## src/rtl/core/lmts_pkg.sv

```systemverilog
// Shared types, mode codes and timing constants for the LCD mode timing sequencer.
package lmts_pkg;

  // Mode codes as they appear on the result
  localparam logic [1:0] MODE_HBLK     = 2'd0;
  localparam logic [1:0] MODE_VBLK     = 2'd1;
  localparam logic [1:0] MODE_SEARCH   = 2'd2;
  localparam logic [1:0] MODE_TRANSFER = 2'd3;

  // Configuration register indexes
  localparam int unsigned CFG_IDX_W = 2;
  localparam logic [CFG_IDX_W-1:0] REG_LINE_COMPARE = 2'd0;
  localparam logic [CFG_IDX_W-1:0] REG_HBLANK_EN    = 2'd1;
  localparam logic [CFG_IDX_W-1:0] REG_VBLANK_EN    = 2'd2;
  localparam logic [CFG_IDX_W-1:0] REG_SEARCH_EN    = 2'd3;
  localparam int unsigned CFG_DATA_W = 8;

  // Field widths
  localparam int unsigned DOTS_W = 8;
  localparam int unsigned CNT_W  = 16;
  localparam int unsigned LINE_W = 8;

  // Dot thresholds of each mode
  localparam logic [CNT_W-1:0] SEARCH_DOTS   = 16'd79;
  localparam logic [CNT_W-1:0] TRANSFER_DOTS = 16'd172;
  localparam logic [CNT_W-1:0] HBLANK_DOTS   = 16'd205;
  localparam logic [CNT_W-1:0] LINE_DOTS     = 16'd456;
  localparam logic [CNT_W-1:0] VBLANK_DOTS   = 16'd4560;
  localparam int unsigned VBLANK_ROWS = 4560 / 456;

  // Default number of visible lines
  localparam int unsigned DEF_VISIBLE_LINES = 144;

  // Configuration register contents
  typedef struct packed {
    logic [LINE_W-1:0] line_compare;
    logic              hblank_en;
    logic              vblank_en;
    logic              search_en;
  } cfg_t;

  // One result of a step
  typedef struct packed {
    logic [1:0]        mode_now;
    logic [LINE_W-1:0] line_now;
    logic              coincidence;
    logic              vblank_request;
    logic              stat_request;
    logic              frame_done;
  } result_t;

endpackage

```

## src/rtl/core/lmts_cfg.sv

```systemverilog
// Configuration register file of the LCD mode timing sequencer.
module lmts_cfg
  import lmts_pkg::*;
(
  input  logic                  clk_i,
  input  logic                  rst_ni,
  input  logic                  cfg_we_i,
  input  logic [CFG_IDX_W-1:0]  cfg_index_i,
  input  logic [CFG_DATA_W-1:0] cfg_wdata_i,
  output cfg_t                  cfg_o
);

  cfg_t cfg_q, cfg_d;

  // Decode the register index and keep the used bits of the data.
  always_comb begin
    cfg_d = cfg_q;
    if (cfg_we_i) begin
      case (cfg_index_i)
        REG_LINE_COMPARE: cfg_d.line_compare = cfg_wdata_i[LINE_W-1:0];
        REG_HBLANK_EN:    cfg_d.hblank_en    = cfg_wdata_i[0];
        REG_VBLANK_EN:    cfg_d.vblank_en    = cfg_wdata_i[0];
        REG_SEARCH_EN:    cfg_d.search_en    = cfg_wdata_i[0];
        default:          cfg_d = cfg_q;
      endcase
    end
  end

  always_ff @(posedge clk_i or negedge rst_ni) begin
    if (!rst_ni) begin
      cfg_q <= '0;
    end else begin
      cfg_q <= cfg_d;
    end
  end

  assign cfg_o = cfg_q;

endmodule

```

## src/rtl/core/lmts_step.sv

```systemverilog
// Mode, dot counter and line state with the single-step update logic.
module lmts_step
  import lmts_pkg::*;
#(
  parameter int unsigned VISIBLE_LINES = DEF_VISIBLE_LINES
) (
  input  logic              clk_i,
  input  logic              rst_ni,
  input  logic              step_en_i,
  input  logic [DOTS_W-1:0] dots_i,
  input  cfg_t              cfg_i,
  output result_t           result_o
);

  localparam logic [LINE_W:0] VisLines = (LINE_W+1)'(VISIBLE_LINES);

  logic [1:0]        mode_q, mode_d;
  logic [CNT_W-1:0]  cnt_q, cnt_d;
  logic [LINE_W-1:0] line_q, line_d;

  logic [CNT_W:0]    sum;
  logic [CNT_W-1:0]  cnt_sat;
  logic [LINE_W-1:0] line_inc;
  logic [3:0]        row;
  logic [LINE_W:0]   line_vb;
  logic              vb_pulse, stat_pulse, frame;

  // Saturating add of the elapsed dots.
  assign sum     = {1'b0, cnt_q} + (CNT_W+1)'(dots_i);
  assign cnt_sat = sum[CNT_W] ? {CNT_W{1'b1}} : sum[CNT_W-1:0];
  assign line_inc = line_q + LINE_W'(1);

  // Row within vertical blank: count of whole lines passed, by constant compares.
  always_comb begin
    row = '0;
    for (int k = 1; k < VBLANK_ROWS; k++) begin
      if (cnt_sat >= CNT_W'(k * 456)) begin
        row = 4'(k);
      end
    end
  end
  assign line_vb = (LINE_W+1)'(row) + VisLines;

  // One mode change at most per step.
  always_comb begin
    mode_d     = mode_q;
    cnt_d      = cnt_sat;
    line_d     = line_q;
    vb_pulse   = 1'b0;
    stat_pulse = 1'b0;
    frame      = 1'b0;
    case (mode_q)
      MODE_SEARCH: begin
        if (cnt_sat >= SEARCH_DOTS) begin
          cnt_d  = cnt_sat - SEARCH_DOTS;
          mode_d = MODE_TRANSFER;
        end
      end
      MODE_TRANSFER: begin
        if (cnt_sat >= TRANSFER_DOTS) begin
          cnt_d      = cnt_sat - TRANSFER_DOTS;
          mode_d     = MODE_HBLK;
          stat_pulse = cfg_i.hblank_en;
        end
      end
      MODE_HBLK: begin
        if (cnt_sat >= HBLANK_DOTS) begin
          cnt_d  = cnt_sat - HBLANK_DOTS;
          line_d = line_inc;
          if ({1'b0, line_inc} >= VisLines) begin
            mode_d     = MODE_VBLK;
            vb_pulse   = 1'b1;
            stat_pulse = cfg_i.vblank_en;
            frame      = 1'b1;
          end else begin
            mode_d     = MODE_SEARCH;
            stat_pulse = cfg_i.search_en;
          end
        end
      end
      default: begin
        if (cnt_sat < VBLANK_DOTS) begin
          line_d = line_vb[LINE_W-1:0];
        end else begin
          cnt_d      = cnt_sat - VBLANK_DOTS;
          line_d     = '0;
          mode_d     = MODE_SEARCH;
          stat_pulse = cfg_i.search_en;
        end
      end
    endcase
  end

  // State advances once per processed request.
  always_ff @(posedge clk_i or negedge rst_ni) begin
    if (!rst_ni) begin
      mode_q <= MODE_SEARCH;
      cnt_q  <= '0;
      line_q <= '0;
    end else if (step_en_i) begin
      mode_q <= mode_d;
      cnt_q  <= cnt_d;
      line_q <= line_d;
    end
  end

  // Result of this step.
  always_comb begin
    result_o.mode_now       = mode_d;
    result_o.line_now       = line_d;
    result_o.coincidence    = (line_d == cfg_i.line_compare);
    result_o.vblank_request = vb_pulse;
    result_o.stat_request   = stat_pulse;
    result_o.frame_done     = frame;
  end

endmodule

```

## src/rtl/core/lcd_mode_timing_sequencer_unit.sv

```systemverilog
// A request taken into the input register is stepped into the result register.
// Throughput: one request per cycle; the input and result registers both move
// whenever the result register is empty or its request is being taken.
// The step itself is one saturating add, a few constant compares and a subtract.
// Reset (asynchronous, active low) empties both registers, puts the sequencer in
// object search with counter and line at zero, and clears all configuration.
module lcd_mode_timing_sequencer_unit
  import lmts_pkg::*;
#(
  parameter int unsigned VISIBLE_LINES = DEF_VISIBLE_LINES
) (
  input  logic                  clk_i,
  input  logic                  rst_ni,
  input  logic                  cfg_we_i,
  input  logic [CFG_IDX_W-1:0]  cfg_index_i,
  input  logic [CFG_DATA_W-1:0] cfg_wdata_i,
  input  logic                  in_valid_i,
  output logic                  in_stall_o,
  input  logic [DOTS_W-1:0]     elapsed_dots_i,
  output logic                  out_valid_o,
  input  logic                  out_stall_i,
  output logic [1:0]            mode_now_o,
  output logic [LINE_W-1:0]     line_now_o,
  output logic                  coincidence_o,
  output logic                  vblank_request_o,
  output logic                  stat_request_o,
  output logic                  frame_done_o
);

  cfg_t              cfg;
  result_t           step_res;
  result_t           res_q;
  logic              in_vld_q, out_vld_q;
  logic [DOTS_W-1:0] dots_q;
  logic              advance, step_en;

  lmts_cfg u_cfg (
    .clk_i       (clk_i),
    .rst_ni      (rst_ni),
    .cfg_we_i    (cfg_we_i),
    .cfg_index_i (cfg_index_i),
    .cfg_wdata_i (cfg_wdata_i),
    .cfg_o       (cfg)
  );

  // Pipeline moves when the result register is free or being drained.
  assign advance    = !out_vld_q || !out_stall_i;
  assign step_en    = in_vld_q && advance;
  assign in_stall_o = in_vld_q && !advance;

  // Input register.
  always_ff @(posedge clk_i or negedge rst_ni) begin
    if (!rst_ni) begin
      in_vld_q <= 1'b0;
    end else if (!in_stall_o) begin
      in_vld_q <= in_valid_i;
    end
  end

  always_ff @(posedge clk_i) begin
    if (in_valid_i && !in_stall_o) begin
      dots_q <= elapsed_dots_i;
    end
  end

  lmts_step #(
    .VISIBLE_LINES (VISIBLE_LINES)
  ) u_step (
    .clk_i     (clk_i),
    .rst_ni    (rst_ni),
    .step_en_i (step_en),
    .dots_i    (dots_q),
    .cfg_i     (cfg),
    .result_o  (step_res)
  );

  // Result register.
  always_ff @(posedge clk_i or negedge rst_ni) begin
    if (!rst_ni) begin
      out_vld_q <= 1'b0;
    end else if (advance) begin
      out_vld_q <= in_vld_q;
    end
  end

  always_ff @(posedge clk_i) begin
    if (step_en) begin
      res_q <= step_res;
    end
  end

  assign out_valid_o      = out_vld_q;
  assign mode_now_o       = res_q.mode_now;
  assign line_now_o       = res_q.line_now;
  assign coincidence_o    = res_q.coincidence;
  assign vblank_request_o = res_q.vblank_request;
  assign stat_request_o   = res_q.stat_request;
  assign frame_done_o     = res_q.frame_done;

endmodule

```

## config.mk

```make
export PLATFORM = sky130hd
export DESIGN_NAME = lcd_mode_timing_sequencer_unit
export DESIGN_NICKNAME = d
export VERILOG_FILES = /design/src/rtl/core/lmts_pkg.sv /design/src/rtl/core/lmts_cfg.sv /design/src/rtl/core/lmts_step.sv /design/src/rtl/core/lcd_mode_timing_sequencer_unit.sv
export SDC_FILE = /design/constraint.sdc
export NUM_CORES = 1
export LEC_CHECK = 0
export BUFFER_PORTS_ARGS = -buffer_cell sky130_fd_sc_hd__buf_2
export CAP_MARGIN = 20
export CORE_MARGIN = 5
export CORE_UTILIZATION = 37
export CTS_CLUSTER_DIAMETER = 150
export DETAILED_ROUTE_END_ITERATION = 8
export HOLD_SLACK_MARGIN = 0.03
export PLACE_DENSITY = 0.6
export SLEW_MARGIN = 10
export SYNTH_ARGS = -nofsm -noshare
export SYNTH_HDL_FRONTEND = slang
export SYNTH_SLANG_ARGS = --single-unit
```

## constraint.sdc

```tcl
create_clock -name clk_i -period 12.2 [get_ports clk_i]
set_input_delay 1.22 -clock clk_i [delete_from_list [all_inputs] [get_ports clk_i]]
set_output_delay 1.22 -clock clk_i [all_outputs]
set_load 0.005 [all_outputs]
```

# --- Word-level counts from Yosys, hierarchy flattened ---
# Cells that the tools add are included.
word_totals:
  reg_bits: 60
  elab_cells: 88
  output_inout_bits: 16
op_classes:
  mux: 30
  n_eq_ne: 6
  reduce_logical: 16
  addsub: 7
  magnitude_cmp: 14
op_table:
  columns: ["operator", "count"]
  rows:
  - ["$mux 16", 5]
  - ["$ge 16x12->1 const B", 4]
  - ["$pmux 16 s3", 1]
  - ["$ge 16x11->1 const B", 2]
  - ["$ge 16x8->1 const B", 2]
  - ["$mux 4", 8]
  - ["$sub 16x8->16 const B", 2]
  - ["$add 16x8->17", 1]
  - ["$ge 16x10->1 const B", 1]
  - ["$ge 16x13->1 const B", 1]
  - ["$ge 16x7->1 const B", 1]
  - ["$ge 16x9->1 const B", 1]
  - ["$lt 16x13->1 const B", 1]
  - ["$mux 8", 2]
  - ["$pmux 8 s2", 1]
  - ["$sub 16x13->16 const B", 1]
  - ["$sub 16x7->16 const B", 1]
  - ["$mux 2", 5]
  - ["$reduce_and 2->1", 5]
  - ["$add 4x8->8 const B", 1]
  - ["$add 8x1->8 const B", 1]
  - ["$eq 2x2->1 const B", 4]
  - ["$eq 8x8->1", 1]
  - ["$ge 8x8->1 const B", 1]
  - ["other kinds (9)", 20]

# --- Logic depth before layout (Yosys ltp) ---
# Gate-level depths: netlist of the first run.
logic_depth:
  ltp_word: 16
  mapped_depth: 19
  mapped_depth_nobuf: 18

# --- Hierarchy ---
# Synthesis of the first run repeated with hierarchy kept, for this count alone.
unflattened:
  cells_unflattened: 667
  area_unflattened_um2: 5761.8
by_module_without_submodules:
  columns: ["mod", "area_per_inst_um2", "seq_area_each_um2", "cells_each", "n_inst"]
  rows:
  - ["lmts_step", 4570.6, 651.9, 611, 1]
  - ["lcd_mode_timing_sequencer_unit", 753.2, 710.7, 30, 1]
  - ["lmts_cfg", 437.9, 275.3, 26, 1]

# --- Worst setup path before layout of the first run ---
# Ideal clock, no wire load.
synth_timing:
  path_kind: "register to register"
  start: "register dots_q[0]"
  end: "register u_step.cnt_q[15]"
  setup_time_ns: 0.070
  setup_slack_ns: 7.921
  period_less_slack_ns: 4.279
  path_stages_with_launch: 19
  arrival_ns: 4.209
  n_path_buf: 3
  cell_sequence: "edfxtp_1 ha_1 fa_1 a21o_1 a21oi_1 xor2_1 and2_1 clkbuf_1 ha_1 buf_1 a21oi_1 or3_1 clkbuf_1 or3_4 and4_4 o21ai_4 mux2i_1 a211o_1 nand3_1"
synth_via:
  elab_chain_len: 5
  word_cells_on_any_way: 15
synth_lines:
  columns: ["element", "line_no", "rtl"]
  rows:
  - ["start: declaration", "lcd_mode_timing_sequencer_unit.sv:34", "logic [DOTS_W-1:0] dots_q;"]
  - ["start signal: assignment", "lcd_mode_timing_sequencer_unit.sv:62", "dots_q <= elapsed_dots_i;"]
  - ["$add 16x8->17 (*)", "lmts_step.sv:29", "assign sum = {1'b0, cnt_q} + (CNT_W+1)'(dots_i);"]
  - ["$mux 16 (*)", "lmts_step.sv:30", "assign cnt_sat = sum[CNT_W] ? {CNT_W{1'b1}} : sum[CNT_W-1:0];"]
  - ["$sub 16x13->16, or another cell as far along", "lmts_step.sv:85", "cnt_d = cnt_sat - VBLANK_DOTS;"]
  - ["$mux 16, on equally long branches", null, null]
  - ["$pmux 16 s3 (*)", "lmts_step.sv:52", "case (mode_q)"]
  - ["end signal: assignment", "lmts_step.sv:102", "cnt_q <= cnt_d;"]
  - ["end: declaration", "lmts_step.sv:18", "logic [CNT_W-1:0] cnt_q, cnt_d;"]
# Mark *: on every way between the ends. The rest lies on a longest branch, timed or not.
# A chain may end at the register's enable or synchronous reset.

==> results by stage, run 1 <==
STA:
- For the pin with the worst max-slew slack, the measured transition is 1.05 ns.
- The shortest clock period the worst path allows after layout is 5.31 ns.
- The upper clock frequency limit is 188 MHz.
- Setup violations remaining at the end of the flow were counted as 0.
- The final worst-path setup slack is 6.89 ns.
- The largest clock skew in the final design is 0.00766 ns.
- The number of hold violations in the final report is 0.
- The relative slew slack is 29.7%.
- The setup TNS is 0 ns.
- The period utilization is 43.5%.
- The count of final max-slew check failures came to 0.
- Setup repair after global routing left no endpoint under its margin.

Final layout:
- From synthesis to final layout, the design area changed by 11.5%.
- The filler cells instantiated in the layout total 1,372.
- The library cell used most frequently in the layout, excluding fill and tap cells, is nand2_1.
- Once layout is complete, the cells apart from fillers number 841.
- The number of antenna diodes in the final layout is 0.
- The share of post-route cells with drive strength above 1 is 14.2%.
- Cells fill 41.8% of the core in the end.
- In the final design database the tool counted 699 nets.
- The multi-input logic area is 3350 µm².
- The top cell types in the final layout, fill and taps aside, are nand2_1, o21ai_0, nor2_1.
- In the final layout, flip-flops and latches occupy 1610 µm².

Yosys:
- The average instance in the mapped netlist occupies 8.17 µm².
- The post-synthesis sequential area ratio is 31.0%.
- The number of nets handed over by synthesis was 678.
- The cell area that synthesis handed to floorplanning was 5190 µm².
- By area the synthesized netlist is led by dfrtp_1, edfxtp_1, nand2_1.
- Counting flops with an async set or reset pin after synthesis yields a share of 65.0%.
- The number of standard cells after synthesis is 635.
- The portion of synthesized cell area occupied by the leading cell type is 18.3%.
- Yosys mapped a number of flops with a built-in enable equal to 21.
- Among all flip-flop cells after synthesis, the most frequent one is dfrtp_1.
- The synthesis warning total is 0.
- The number of library cell types mapped by synthesis is 76.
- The top cell type by total area after synthesis is dfrtp_1.
- The flop and latch count out of synthesis is 60.

Critical path:
- STA puts the critical path data arrival time at 5.47 ns.
- The maximum cell stage delay along the critical path is 0.66 ns.
- The critical path contains buffers and inverters numbering 0 combined.
- STA classifies the critical path endpoint as a flip-flop.
- The most common cell type on the critical path is ha_1.
- The largest fanout of any net on the critical path is 19.
- The required time of the critical path is 12.36 ns.
- STA classifies the critical path startpoint as a flip-flop.
- The dominant delay contributor by cell family on the critical path is compound AO/OA/AOI/OAI gates.
- Traced cell by cell, the critical path runs through ha_1 > fa_1 > a211oi_2 > o211ai_2 > nand3b_1 > and2_1 > ha_1 > a311oi_1 > a2111oi_0 > a211oi_1 > o211ai_1 > a31oi_1 > xnor2_1 > nor4_1.
- The largest individual stage delay along the critical path comes from the cell a2111oi_0.
- The path type of the worst setup path is flip-flop to flip-flop.

Routing:
- The total wirelength of the detailed-routed design is 17,400 µm.
- Dividing the detail-routed via count by the number of cells gives 6.20.
- The wire length per cell is 20.7 µm.
- The number of nets with antenna violations after detailed routing is 0.
- The final route contains 5,217 vias.
- The number of optimization iterations in the first detailed-route pass is 5.
- The DRC violation count after routing is 0.
- The number of DRC markers in iteration 0 is 662.

Floorplanning:
- For this configuration, the core starts out at a cell density of 37.5%.
- The die is 128 µm wide.
- The chip height is 128 µm.
- For this design the top-level I/O count stands at 39.
- The initialized floorplan defines 43 standard-cell rows.
- The full die area is 16,500 µm².
- The total core area is 13,800 µm².

Clock tree:
- Counting along the longest clock path gives a buffer depth of 2.
- CTS saw 60 sinks.
- TritonCTS built the clock tree.
- Buffers added to address setup during post-CTS repair amount to 0.
- The total of cells resized after clock tree synthesis is 0.
- The later pin in the worst-skew pair is clocked with a latency of 0.34 ns.
- The post-CTS clock slew at the launch and capture registers of the worst setup and hold paths is 0.06 ns.
- For this design, the CTS-stage hold fixing added 0 buffers.
- The cell at the root of the clock tree is clkbuf_16.
- In this run, CTS created clock tree buffers numbering 9.
- The H-tree generated during clock tree synthesis spans 3 levels.

Placement:
- The pre-CTS worst setup slack is 6.98 ns.
- The final weighted congestion of routability-driven global placement is 0.931.
- The number of placed instances, taps included, is 824.
- The half-perimeter wire length after detailed placement is 12,700 µm.
- The number of buffers added on ports is 38.

Worst hold path:
- The classification of the worst-slack hold path is flip-flop to flip-flop.

Global routing:
- The largest net degree at the start of global routing is 49.
- The first global-routing pass estimated 27,500 µm of wire.
- In the global route stage, overall resource usage came out at 21.2%.
- The final global-route overflow total is 0.
- The initial antenna violation count was 0.
- The via count of the first global-routing pass is 4,981.

Status:
- The run finished with clean final reports.

Flow run:
- Across the run, the number of max-cap violations was 0.
## synthesized netlist by cell type, drive strengths merged, types with 4 or more instances
library cell	number
nand2	80
o21ai	53
nor2	46
a21oi	38
dfrtp	38
nand3	30
clkbuf	28
xnor2	23
edfxtp	21
inv	21
ha	19
o211ai	17
nand4	16
a31oi	15
mux2	13
xor2	12
nor3	11
a21o	10
and2	10
nor4	9
buf	8
mux2i	8
nand2b	8
o31ai	8
and3	7
o22ai	7
a211o	6
a211oi	6
and4	6
or3	5
o2111ai	4
## path summary, 6_finish.rpt
check	cells past startpoint	slack, ns	startpoint	end
max	14	6.89	dots_q[0]	coincidence_o
min	2	0.49	u_step.cnt_q[2]	u_step.cnt_q[2]
max reg2reg	14	6.89	dots_q[0]	coincidence_o
min reg2reg	2	0.49	u_step.cnt_q[2]	u_step.cnt_q[2]
max in group asynchronous	2	10.87	rst_ni	u_step.mode_q[1]
min in group asynchronous	1	0.78	rst_ni	u_step.cnt_q[12]
## state kept, by name, indices dropped and copies added, names as in the netlist, 2 cells and up
register,cells
u_step.line_q,8
dots_q,8
u_step.cnt_q,16
line_now_o,8
u_step.mode_q,2
mode_now_o,2
u_cfg.cfg_o,11
## per-layer routing
layer	routed length (µm)	up-vias	GRT usage [%]	part of all wire, %
met4	652	0	9.61	3.8
met2	7620	240	31.6	44
li1	-	2414	-	-
met5	0	-	0	0
met1	7770	2515	29.3	45
met3	1330	48	4.61	7.7
## area by class of cell
| cell class | count | area share [%] |
|---|---|---|
| multi-input cells | 518 | 57.9 |
| inverters | 21 | 1.36 |
| clock buffers | 11 | 4.02 |
| clock inverters | 5 | 0.519 |
| flip-flops and latches | 60 | 27.8 |
| repair buffers | 46 | 4.54 |
| well taps | 180 | 3.89 |
## logic make-up (layout without fill, tap and decap cells)
logic type | count (synthesis) | in the layout | share of synthesized area, %
fa+ha+maj | 20 | 20 | 4.97
buf+inv | 57 | 83 | 4.51
xor+xnor | 35 | 35 | 5.91
mux | 21 | 21 | 4.36
flops | 60 | 60 | 31.0
compound gates | 201 | 201 | 26.1
simple gates | 241 | 241 | 23.1
## through the flow
step / hold slack (ns) / instance area (µm²)
global route: 0.514 / 5780
finish: 0.491 / 5780
CTS: 0.499 / 5760
global placement: 0.471 / 5500
floorplan: 0.454 / 5190
detailed placement: 0.488 / 5500
## worst min-delay path, stage by stage (launching register included)
cell and delay, ns:
dfrtp_1 0.34, nand2_1 0.05, o21ai_0 0.06
Power of run 1 is left out: the tool's default activity adds up to more than one toggle a clock period on the data nets, which glitch-free logic cannot reach.
==> run 2: changes to the inputs <==
Settings changed: PLACE_DENSITY 0.6 to 0.62.
Clock period 12.2 ns to 4.35 ns, I/O delays scaled along.
==> results by stage, run 2 (synthesized netlist as in run 1, its figures left out) <==
Status:
- The run finished with clean final reports.

STA:
- The final setup violation count is 0.
- The count of final max-slew check failures is 0.
- In this run the tightest slew margin relative to its limit is 31.6%.
- The largest clock skew in the final design is 0.00728 ns.
- Setup repair after global routing could not meet its margin everywhere.
- The tightest hold path in the finished design has a slack of 0.269 ns.
- Dividing the final minimum period by the clock period gives 96.4%.
- At the pin with the least slew margin, the transition time is 1.02 ns.
- The number of hold violations in the final report came to 0.
- The upper clock frequency limit is 238 MHz.
- The clock period could shrink to 4.20 ns.

Routing:
- The via count is 5,319.
- After detailed routing, no signal wire sits above met4.
- Detailed routing placed a total of 943 µm of wire on met3.
- The post-route met1 wirelength is 8570 µm.
- The wire length per cell is 20.3 µm.
- The number of nets with antenna violations after detailed routing is 0.
- The total wirelength of the detailed-routed design is 18,700 µm.
- The DRC violation count after routing is 0.
- The first routing iteration left 496 violations.
- The total met2 wirelength after detailed routing is 8650 µm.
- The first detailed-routing pass ran for 5 iterations.
- Dividing the detail-routed via count by the number of cells gives 5.79.

Floorplanning:
- Pin placement for this block handled 39 I/O pins.
- The number of standard-cell rows in the floorplan is 43.
- Once the floorplan was initialized, standard cells occupied 37.5% of the core.
- The floorplan step set the die width to 128 µm.
- The chip height is 128 µm.
- The total core area is 13,800 µm².
- The full die area is 16,500 µm².

Critical path:
- The signal on the critical path passes through ha_4 > fa_2 > a211oi_4 > o211ai_2 > buf_6 > a21o_1 > a211o_1 > or4_4 > buf_12 > or3_4 > and4_4 > o21ai_4 > xnor2_1 > nand2_1 > a31oi_2.
- Setup slack on the worst reg-to-reg path comes out at 0.15 ns.
- The maximum cell stage delay along the critical path is 0.57 ns.
- On the critical path the largest part of the delay comes from compound AO/OA/AOI/OAI gates.
- The critical path capture point type is a flip-flop.
- The cell with the largest stage delay on the worst path is or4_4.
- The path type of the worst setup path is flip-flop to flip-flop.
- The reg-to-reg critical path endpoint is u_step.cnt_q[11].
- STA puts the critical path data required time at 4.60 ns.
- The number of buffers and inverters on the critical path is 2.
- The startpoint of the lowest-slack register-to-register path is dots_q[0].
- Data arrives at the worst endpoint at 4.44 ns.
- The logic depth of the worst register-to-register path is 15.
- The largest fanout of any net on the critical path is 5.
- The type of element launching the critical path is a flip-flop.

Clock tree:
- The CTS tree is done.
- After clock tree synthesis, the clock-pin slew on the worst setup and hold paths is 0.05 ns.
- The number of buffers added by the clock tree synthesis step is 9.
- The number of clock sinks is 60.
- The H-tree generated during clock tree synthesis spans 3 levels.
- No sink is reached through more buffers than the 2 on the longest clock path.
- The cell at the root of the clock tree is clkbuf_16.
- The source-to-sink clock delay at the later pin of the worst-skew pair is 0.34 ns.

Final layout:
- The share of post-route cells with drive strength above 1 is 28.0%.
- The filler cells instantiated in the layout total 1,348.
- The antenna cell count is 0.
- After the last flow step, the layout net total stands at 776.
- The register with the most flip-flops in the layout has 16 of them.
- Relative to the synthesized area, the layout overhead comes to 28.7%.
- Summing all non-filler instances in the final layout gives an area of 6680 µm².
- The top cell types in the final layout, fill and taps aside, are nand2_1, buf_4, nor2_1.
- The post-layout instance count excluding filler cells is 918.
- Ranked by flip-flop count, first place goes to u_step.cnt_q.

Global routing:
- The initial antenna violation count is 0.
- The final global-route overflow total is 0.
- The via count of the first global-routing pass is 5,273.
- The first global-routing pass estimated 29,100 µm of wire.
- The largest net degree at the start of global routing is 44.
- Global routing used 22.7% of the available tracks.

Flow run:
- Max-cap violations in this run came to 0.

Worst hold path:
- The end point of the worst hold path is dots_q[3].
- The path class of the tightest hold or removal check is primary input to flip-flop.
- The worst hold path begins at elapsed_dots_i[3].
- The number of instances on the worst hold path is 1.

Placement:
- The cell total after placement is 893.
- The congestion estimate from routability-driven global placement came to 0.957.
- The wire-length estimate of the detail-placed layout is 14,100 µm.
- During placement, the flow inserted port buffers numbering 38.
- In this run the cell area measured after placement is 6020 µm².
==> run 2: per-stage QoR <==
stage / util, % / worst slack (ns) / TNS, ns
6_report: 48.3 / 0.155 / 0
5_1_grt: 48.3 / -0.0318 / -0.133
4_1_cts: 45.8 / 0.0210 / 0
3_5_place_dp: 43.5 / -0.0608 / -0.121
3_3_place_gp: 43.5 / -0.0349 / -0.0360
2_1_floorplan: - / 0.0708 / 0
==> run 2: cell type report <==
| class | instances | area (µm²) | share of cell area (%) |
|---|---|---|---|
| Sequential cell | 60 | 1610 | 24.1 |
| Inverter | 21 | 78.8 | 1.18 |
| Clock buffer | 11 | 243 | 3.63 |
| Timing Repair Buffer | 123 | 882 | 13.2 |
| Tap cell | 180 | 225 | 3.37 |
| Clock inverter | 5 | 52.6 | 0.787 |
| Multi-Input combinational cell | 518 | 3590 | 53.7 |
==> run 2: per-layer routing <==
metal,global-route usage (%),up-vias
met5,0,-
met4,8.11,0
met3,3.94,34
met2,35.1,166
met1,32.0,2547
li1,-,2572
==> run 2: worst max path at each step <==
stage / startpoint / to / slack (ns) / depth (start not counted)
after detailed placement: dots_q[0] / u_step.cnt_q[11] / -0.06 / 18
after global routing: dots_q[0] / u_step.cnt_q[8] / -0.03 / 16
after global placement: dots_q[0] / u_step.cnt_q[11] / -0.03 / 18
after floorplan: dots_q[0] / u_step.cnt_q[15] / 0.07 / 18
after CTS: dots_q[0] / u_step.cnt_q[11] / 0.02 / 18
final: dots_q[0] / u_step.cnt_q[11] / 0.15 / 15
==> run 2: timing repair <==
action | in CTS | in global routing
hold buffers | 0 | 1
resized for setup | 5 | 57
buffers inserted | 0 | 5
endpoints found under the hold margin | 0 | 8
gates cloned | 0 | 1
endpoints found under the setup margin | 6 | 17
pin swaps | 1 | 21
Power of run 2 is left out for the same reason.
==> run 3: changes to the inputs <==
Settings changed: SETUP_SLACK_MARGIN set to 0.4.
==> results by stage, run 3 (synthesized netlist as in run 1, its figures left out) <==
Final layout:
- The register bank with the most flops is u_step.cnt_q.
- The register with the most flip-flops in the layout has 16 of them.
- The top cell types in the final layout, fill and taps aside, are buf_4, nand2_1, nor2_1.
- The area growth from synthesis to layout is 39.7%.
- The library cell used most frequently in the layout, excluding fill and tap cells, is buf_4.
- The number of inserted filler cells in the final layout is 1,290.
- The area of all sequential standard cells is 1610 µm².
- The share of post-route cells with drive strength above 1 is 35.8%.
- The number of antenna diodes in the final layout is 0.
- The number of nets in the layout is 806.
- The multi-input logic area is 3910 µm².

STA:
- The final setup violation count is 0.
- The count of final max-slew check failures is 0.
- The relative slew slack is 35.6%.
- Counting I/O delays and the setup requirement, the final critical path takes 4.21 ns.
- Summed over all failing endpoints, the final setup total negative slack is 0 ns.
- The number of hold violations in the final report is 0.
- The upper clock frequency limit is 238 MHz.
- The final critical path takes up 96.8% of the cycle.
- The largest clock skew in the final design is 0.00772 ns.
- Setup repair after global routing could not meet its margin everywhere.
- The worst-margin pin slew is 0.964 ns.

Global routing:
- The total overflow left after global routing is 0.
- The first global-routing pass estimated 30,000 µm of wire.
- The initial antenna violation count is 0.
- The via count of the first global-routing pass was 5,400.
- Global routing consumed, over all layers together, 23.4% of the routing resources.
- Entering global routing, the biggest net connects 49 pins.

Clock tree:
- The number of H-tree levels is 3.
- TritonCTS built the clock tree.
- The number of clock sinks is 60.
- The number of buffers added by the clock tree synthesis step is 9.
- In this run the deepest clock path goes through 2 buffers.
- The cell at the root of the clock tree is clkbuf_16.
- After clock tree synthesis, the clock-pin slew on the worst setup and hold paths is 0.05 ns.
- Clock latency on the worst-skew pair, taken at its later pin, is 0.35 ns.

Critical path:
- The most common cell type on the critical path is a211o_1.
- The total buffers and inverters traversed by the critical path is 3.
- The critical path goes through ha_4 > fa_2 > a211oi_4 > buf_4 > o211ai_4 > buf_6 > a21o_1 > a211o_1 > or4_4 > buf_8 > or3_4 > and4_4 > o21ai_4 > mux2i_1 > a211o_1 > nand3_2.
- The largest fanout of any net on the critical path is 5.
- At the worst endpoint, the required time is 4.58 ns.
- The cell with the largest stage delay on the worst path is or4_4.
- The path type of the worst setup path is flip-flop to flip-flop.
- Broken down by cell family, the worst path's largest delay share belongs to simple AND/OR/NAND/NOR gates.
- STA puts the critical path data arrival time at 4.44 ns.
- The worst setup path is launched from a flip-flop.
- On the worst path, the slowest cell contributes a delay of 0.57 ns.
- The worst setup path is captured at a flip-flop.

Floorplanning:
- In this run the core area contains 43 standard-cell rows.
- The full die area is 16,500 µm².
- Pin placement for this block handled 39 I/O pins.
- In this run the standard cell core region covers 13,800 µm².
- The chip height is 128 µm.
- The initial cell density of the core is 37.5%.
- The x dimension of the die is 128 µm.

Routing:
- The detailed router finished its first iteration with 496 violations.
- After detailed routing, the number of vias per cell comes to 5.86.
- The wire length per cell is 20.4 µm.
- The number of nets with antenna violations after detailed routing is 0.
- Wires add up to 19,400 µm.
- The first detailed-routing pass ran for 5 iterations.
- The DRC violation count after routing is 0.
- The via count is 5,560.

Placement:
- The half-perimeter wire length after detailed placement is 14,000 µm.
- The final weighted congestion of routability-driven global placement is 0.942.
- The number of buffers added on ports is 38.

Status:
- The run finished with clean final reports.

Worst hold path:
- The classification of the worst-slack hold path is primary input to flip-flop.

Flow run:
- The number of max-cap violations is 0.
run 3: final timing paths:
kind / start / cells after the start / endpoint / slack (ns)
min in group asynchronous: rst_ni / 2 / u_step.cnt_q[7] / 0.53
worst max register to register: dots_q[0] / 16 / u_step.cnt_q[15] / 0.14
worst max-delay path: dots_q[0] / 16 / u_step.cnt_q[15] / 0.14
worst min register to register: u_step.cnt_q[5] / 2 / u_step.cnt_q[5] / 0.48
max in group asynchronous: rst_ni / 3 / u_step.mode_q[1] / 3.26
worst min-delay path: elapsed_dots_i[2] / 1 / dots_q[2] / 0.26
run 3: layout make-up:
cell class / count / area share (%)
Clock inverter: 5 / 0.725
Inverter: 21 / 1.09
Timing Repair Buffer: 153 / 15.7
Tap cell: 180 / 3.11
Clock buffer: 11 / 3.35
Multi-Input combinational cell: 518 / 53.9
Sequential cell: 60 / 22.2
run 3: through the flow:
step                setup slack (ns)  util, %  hold slack, ns  area [µm²]  instances
floorplan                      0.358        -           0.139        5250        635
global placement              0.0629     44.1           0.471        6100        899
detailed placement            0.0445     44.2           0.475        6110        900
CTS                            0.204     49.6           0.258        6850        934
global route                  0.0108     52.4           0.258        7250        948
finish                         0.141     52.4           0.260        7250        948
run 3: timing repair:
item / 4_1_cts / 5_1_grt
gates cloned: 1 / 0
hold buffers: 0 / 1
endpoints found under the hold margin: 0 / 6
setup buffers: 17 / 12
resized for setup: 69 / 57
setup endpoints to repair: 27 / 31
pin swaps: 41 / 32
run 3: metal layers:
| layer | part of all wire [%] | track usage [%] | vias up |
|---|---|---|---|
| met4 | 2.3 | 7.55 | 0 |
| met3 | 5.1 | 4.65 | 29 |
| met1 | 45 | 32.2 | 2733 |
| met2 | 48 | 36.9 | 167 |
| met5 | 0 | 0 | - |
| li1 | - | - | 2631 |
Power of run 3 is left out for the same reason.
